<file path="config.mk">
export PLATFORM = sky130hd
export DESIGN_NAME = owm_div
export DESIGN_NICKNAME = d
export VERILOG_FILES = /design/src/owm_pkg.sv /design/src/owm_div.sv
export SDC_FILE = /design/constraint.sdc
export NUM_CORES = 1
export LEC_CHECK = 0
export ABC_CLOCK_PERIOD_IN_PS = 25200
export BUFFER_PORTS_ARGS = -buffer_cell sky130_fd_sc_hd__buf_2
export CORE_ASPECT_RATIO = 0.7
export CORE_MARGIN = 3
export CORE_UTILIZATION = 44
export CTS_BUF_LIST = sky130_fd_sc_hd__clkbuf_8
export DETAILED_ROUTE_END_ITERATION = 10
export PLACE_DENSITY = 0.71
export RECOVER_POWER = 50
export SLEW_MARGIN = 10
export SYNTH_ARGS = -nofsm -noshare
export SYNTH_HDL_FRONTEND = slang
export SYNTH_SLANG_ARGS = --single-unit
export TNS_END_PERCENT = 1
</file>
<file path="constraint.sdc">
create_clock -name aclk -period 25.2 [get_ports aclk]
set_input_delay 1.26 -clock aclk [delete_from_list [all_inputs] [get_ports aclk]]
set_output_delay 1.26 -clock aclk [all_outputs]
set_load 0.005 [all_outputs]
</file>
<file path="src/owm_pkg.sv">
// Shared constants and types for the omni wheel mixer.
`timescale 1ns / 1ps

package owm_pkg;

    // Field and register widths
    localparam int STICK_W    = 11;
    localparam int WHEEL_W    = 16;
    localparam int NUM_WHEELS = 4;
    localparam int MS_W       = 14;
    localparam int ARM_W      = 13;
    localparam int LIM_W      = 15;
    localparam int CFG_IDX_W  = 2;
    localparam int CFG_DATA_W = 15;

    localparam int IN_TDATA_W  = 40;
    localparam int OUT_TDATA_W = NUM_WHEELS * WHEEL_W;

    // Register reset values
    localparam logic [MS_W-1:0]  TOP_SPEED_RST  = MS_W'(2000);
    localparam logic [ARM_W-1:0] WHEEL_ARM_RST  = ARM_W'(1065);
    localparam logic [LIM_W-1:0] SPEED_LIM_RST  = LIM_W'(32767);

    typedef enum logic [CFG_IDX_W-1:0] {
        CFG_TOP_SPEED   = 2'd0,
        CFG_WHEEL_ARM   = 2'd1,
        CFG_SPEED_LIMIT = 2'd2
    } cfg_idx_t;

    // Stick scaling: trunc(scale * stick / 660) through a reciprocal multiply
    localparam int STICK_SPAN  = 660;
    localparam int PROD_W      = 26;
    localparam int MAG_W       = 25;
    localparam int RECIP_W     = 26;
    localparam int RECIP_SHIFT = 35;
    localparam logic [RECIP_W-1:0] RECIP = RECIP_W'((64'd1 << RECIP_SHIFT) / STICK_SPAN);
    localparam int QA_W        = 16;

    // Wheel mixing
    localparam int COS45_Q15 = 23170;
    localparam int TRANS_W   = 17;
    localparam int TC_W      = 33;
    localparam int WA_W      = 30;
    localparam int SUM_W     = 34;
    localparam int Q15_SHIFT = 15;
    localparam int Q15_MASK  = (1 << Q15_SHIFT) - 1;
    localparam int ARM_ALIGN = 3;
    localparam int MIX_W     = SUM_W - Q15_SHIFT;

    // Limiting divider
    localparam int PEAK_W     = 16;
    localparam int NUM_W      = PEAK_W + LIM_W;
    localparam int QUO_W      = 15;
    localparam int DIV_BPS    = 3;
    localparam int DIV_STAGES = QUO_W / DIV_BPS;

    // Pipeline layout
    localparam int PRE_STAGES = 7;
    localparam int NSTG       = PRE_STAGES + DIV_STAGES + 1;
    localparam int DIV_FIRST  = PRE_STAGES;
    localparam int OUT_STAGE  = NSTG - 1;

    typedef logic signed [WHEEL_W-1:0] wheel_t;
    typedef logic [PEAK_W-1:0]         peak_t;
    typedef logic [NUM_W-1:0]          num_t;
    typedef logic [QUO_W-1:0]          quo_t;

endpackage

</file>
<file path="src/owm_div.sv">
// Pipelined restoring divider lane, three quotient bits per stage.
`timescale 1ns / 1ps

module owm_div import owm_pkg::*; (
    input  logic                  aclk,
    input  logic [DIV_STAGES-1:0] stage_en,
    input  num_t                  num,
    input  peak_t                 den,
    output quo_t                  quo
);

    num_t  rem_reg  [DIV_STAGES];
    peak_t den_reg  [DIV_STAGES];
    quo_t  quo_reg  [DIV_STAGES];
    num_t  rem_in   [DIV_STAGES];
    peak_t den_in   [DIV_STAGES];
    quo_t  quo_in   [DIV_STAGES];
    num_t  rem_next [DIV_STAGES];
    quo_t  quo_next [DIV_STAGES];

    for (genvar g = 0; g < DIV_STAGES; g++) begin : g_src
        if (g == 0) begin : g_head
            assign rem_in[g] = num;
            assign den_in[g] = den;
            assign quo_in[g] = '0;
        end else begin : g_body
            assign rem_in[g] = rem_reg[g-1];
            assign den_in[g] = den_reg[g-1];
            assign quo_in[g] = quo_reg[g-1];
        end
    end

    always_comb begin
        num_t trial;
        num_t rem_v;
        quo_t quo_v;
        for (int k = 0; k < DIV_STAGES; k++) begin
            rem_v = rem_in[k];
            quo_v = quo_in[k];
            for (int j = 0; j < DIV_BPS; j++) begin
                trial = NUM_W'(den_in[k]) << (QUO_W - 1 - k * DIV_BPS - j);
                if (rem_v >= trial) begin
                    rem_v = rem_v - trial;
                    quo_v[QUO_W - 1 - k * DIV_BPS - j] = 1'b1;
                end
            end
            rem_next[k] = rem_v;
            quo_next[k] = quo_v;
        end
    end

    always_ff @(posedge aclk) begin
        for (int k = 0; k < DIV_STAGES; k++) begin
            if (stage_en[k]) begin
                rem_reg[k] <= rem_next[k];
                den_reg[k] <= den_in[k];
                quo_reg[k] <= quo_next[k];
            end
        end
    end

    assign quo = quo_reg[DIV_STAGES-1];

endmodule

</file>
==> impl_results.md <==
* Status: finished, violations left
* Failing checks: capacitance limit, slew limit
* Syn nets at 2,884
* Critical path class: reg -> reg
* H-tree lvl count at 2
* Mapped Cells at between 2,000 and 3,000
* Yosys reg bits at 233
* Fin Setup TNS at 0 ns
* CTS tree: yes
* Async SR Flop Fraction at 0
* First-pass GRT wire length at 105,000 um
* Cts repair resizes at 0
* RSZ-0062 raised after global routing: false
* Fin crit share at 0.4523
* Post-synth EDFFs at 233
* Routability cong. at around 0.96
* Area growth from synthesis to layout at 8.225%
* Max stage delay on crit path at 0.84 ns
* Total GRT Usage at 0.2420
* Final setup vio count at 0
* Hold_buf cts at 0
* Worst clock skew at 0.02994 ns
* Die X at 277.3 um
* Netlist cell types at 89
* Number of I/O pins at 68
* Max-slew violations at about 220
* Initial antenna violation count at 3
* Final antenna-violating net count at 0
* Via-to-Cell Ratio at approximately 6.0
* Die H at 195.9 um
* Max-Cap Viols at 4
* Rel. slew slack at -1.092
* Aggregate routed wire length at 67,710 um
* Largest area contributor in the synthesized netlist: edfxtp_1
* HP Class: reg -> reg
* Vias in the first global route at 18,570
* Area of the mapped netlist at 22,670 um2
* DRT iter0 DRCs at approximately 1,900
* Ys flop type: edfxtp_1
* Total global routing overflow at 0
* FMAX at 0.08774 GHz
* Sequential share of the synthesized area at 0.3087
* Initial Utilization at 0.4523
* Top post-synthesis cells by area: edfxtp_1, ha_1, xnor2_1
* Total inserted antenna cells at 0
* Worst path required time at 25.51 ns
* YS warnings at 0
* CP Launch Type: flop
* TritonCTS Sinks at 233
* Avg Cell Area, Syn at 8.796 um2
* Largest net degree at the start of global routing at 60
* HPWL after DPL at ~55,000 um
* Die area at 54,320 um2
* # rows at 68
* Max FFs per register at 124
* Critical path peak fanout at 34
* Setup repair bufs after CTS at 0
* Cell repeated most along the worst path: o21ai_0
* Vias at 19,970
* TritonCTS Buffers at 39
* Final hold violations at 0
* Post-layout net count at about 3,000
* Synth top area share at 0.3087
* Share of layout cells above drive strength 1 at 0.07511
* Root Buffer: clkbuf_8
* Worst-margin pin slew at 3.138 ns
* Average routed wire per standard cell at 20.27 um
* First-pass DRT Iterations at 6
* Max clock buf depth at 3
* Slowest stage cell, crit path: a221oi_1
* Port bufs at 67
* Core box area at around 50,000 um2
* Min Clock Period, post-route at around 11 ns
* Clk slew on worst S/H paths at roughly 0.070 ns
* Nature of the critical path endpoint: flop
* WP data arrival at 11.71 ns
* DRC at 0
* Worst skew pair latency at slightly below 0.6 ns
-- cells in the final DEF, fill, tap and decap left out, types with 9 or more instances in the layout --
| cell | count |
|---|---|
| nor3_1 | 59 |
| nor2b_1 | 44 |
| and2_1 | 17 |
| xor2_1 | 72 |
| o21a_1 | 31 |
| o31ai_1 | 18 |
| or3_1 | 25 |
| mux2_2 | 51 |
| ha_1 | 240 |
| mux2i_1 | 22 |
| a21o_1 | 82 |
| nor4_1 | 19 |
| clkbuf_1 | 30 |
| o21ai_0 | 202 |
| a21oi_1 | 209 |
| edfxtp_1 | 233 |
| a31oi_1 | 21 |
| fa_1 | 14 |
| o21bai_1 | 19 |
| nand2b_1 | 46 |
| and3_1 | 21 |
| or2_2 | 17 |
| nand3_1 | 46 |
| clkbuf_8 | 39 |
| a211oi_1 | 12 |
| buf_2 | 41 |
| buf_4 | 11 |
| xnor2_1 | 157 |
| nand4_1 | 54 |
| nand2_1 | 236 |
| a21boi_0 | 14 |
| a221oi_1 | 9 |
| nor2_1 | 188 |
| nor3b_1 | 9 |
| inv_1 | 193 |
-- final timing paths --
path                                startpoint        endpoint  slack, ns  cells after the start
worst max-delay path            rem_reg[0][11]  rem_reg[0][41]      13.80                     39
worst min-delay path            quo_reg[0][44]  quo_reg[0][59]       0.42                      0
worst max register to register  rem_reg[0][11]  rem_reg[0][41]      13.80                     39
worst min register to register  quo_reg[0][44]  quo_reg[0][59]       0.42                      0
-- final cells by class --
cell class                      count  area (um2)
Clock buffer                       39       536.8
Clock inverter                     31       286.5
Fill cell                        4666       25580
Inverter                          185       694.4
Multi-Input combinational cell   2106       14780
Sequential cell                   233        6997
Tap cell                          665       832.0
Timing Repair Buffer               82       400.4
-- critical path: cells and delay by family, from the launching register on --
kind            cells  cell delay (ns)
compound gates     18             5.23
simple gates       10             2.27
buf+inv             6             1.44
fa+ha+maj           4             1.36
flops               1             0.41
mux                 1             0.37
-- per-layer routing --
metal / GRT usage / up-vias / wire [um]
met5: 0 / - / 0
met4: 0.04335 / 0 / 1031
met3: 0.05044 / 73 / 5719
met2: 0.3364 / 708 / 26170
met1: 0.3830 / 9558 / 34790
li1: - / 9629 / -
-- Yosys cell counts (all sizes together), types with 8 or more instances --
| cell type | instances |
|---|---|
| a21boi | 14 |
| o21ai | 210 |
| a41oi | 8 |
| o21bai | 19 |
| clkbuf | 40 |
| nand4 | 55 |
| and3 | 21 |
| and4 | 8 |
| nor3 | 60 |
| inv | 185 |
| edfxtp | 233 |
| buf | 13 |
| nor3b | 9 |
| or4 | 8 |
| fa | 14 |
| nand2b | 46 |
| and2 | 17 |
| o31ai | 18 |
| a31oi | 21 |
| nor2 | 188 |
| a21oi | 210 |
| a211o | 8 |
| nand3 | 46 |
| or2 | 17 |
| nor4 | 20 |
| nor2b | 44 |
| a211oi | 14 |
| o21a | 31 |
| or3 | 25 |
| xor2 | 72 |
| mux2 | 52 |
| nand2 | 236 |
| a21o | 82 |
| a221oi | 9 |
| xnor2 | 157 |
| ha | 240 |
| mux2i | 22 |
-- logic make-up (layout without fill, tap and decap cells) --
logic type,count (synthesis),after routing,synth area share
adder cells (fa/ha/maj),254,254,0.1448
AND/OR/NAND/NOR,832,832,0.1849
multiplexers,74,74,0.03571
AO/OA/AOI/OAI,717,717,0.1972
flip-flops,233,233,0.3087
XOR/XNOR,229,229,0.08849
buffers and inverters,238,337,0.04024
-- per-stage QoR --
stage / worst slack, ns / cell area [um2] / hold slack, ns / utilization / instances
2_1_floorplan: 14.97 / 22670 / 0.4003 / - / 2577
3_3_place_gp: 14.38 / 23760 / 0.4001 / 0.4740 / 3271
3_5_place_dp: 14.14 / 23760 / 0.4045 / 0.4740 / 3271
4_1_cts: 14.11 / 24580 / 0.4213 / 0.4905 / 3341
5_1_grt: 13.09 / 24530 / 0.4255 / 0.4895 / 3341
6_report: 13.80 / 24530 / 0.4194 / 0.4895 / 3341
Power is not shown: default switching activity piles up to over one toggle a cycle in this logic, so the estimate is an artifact.
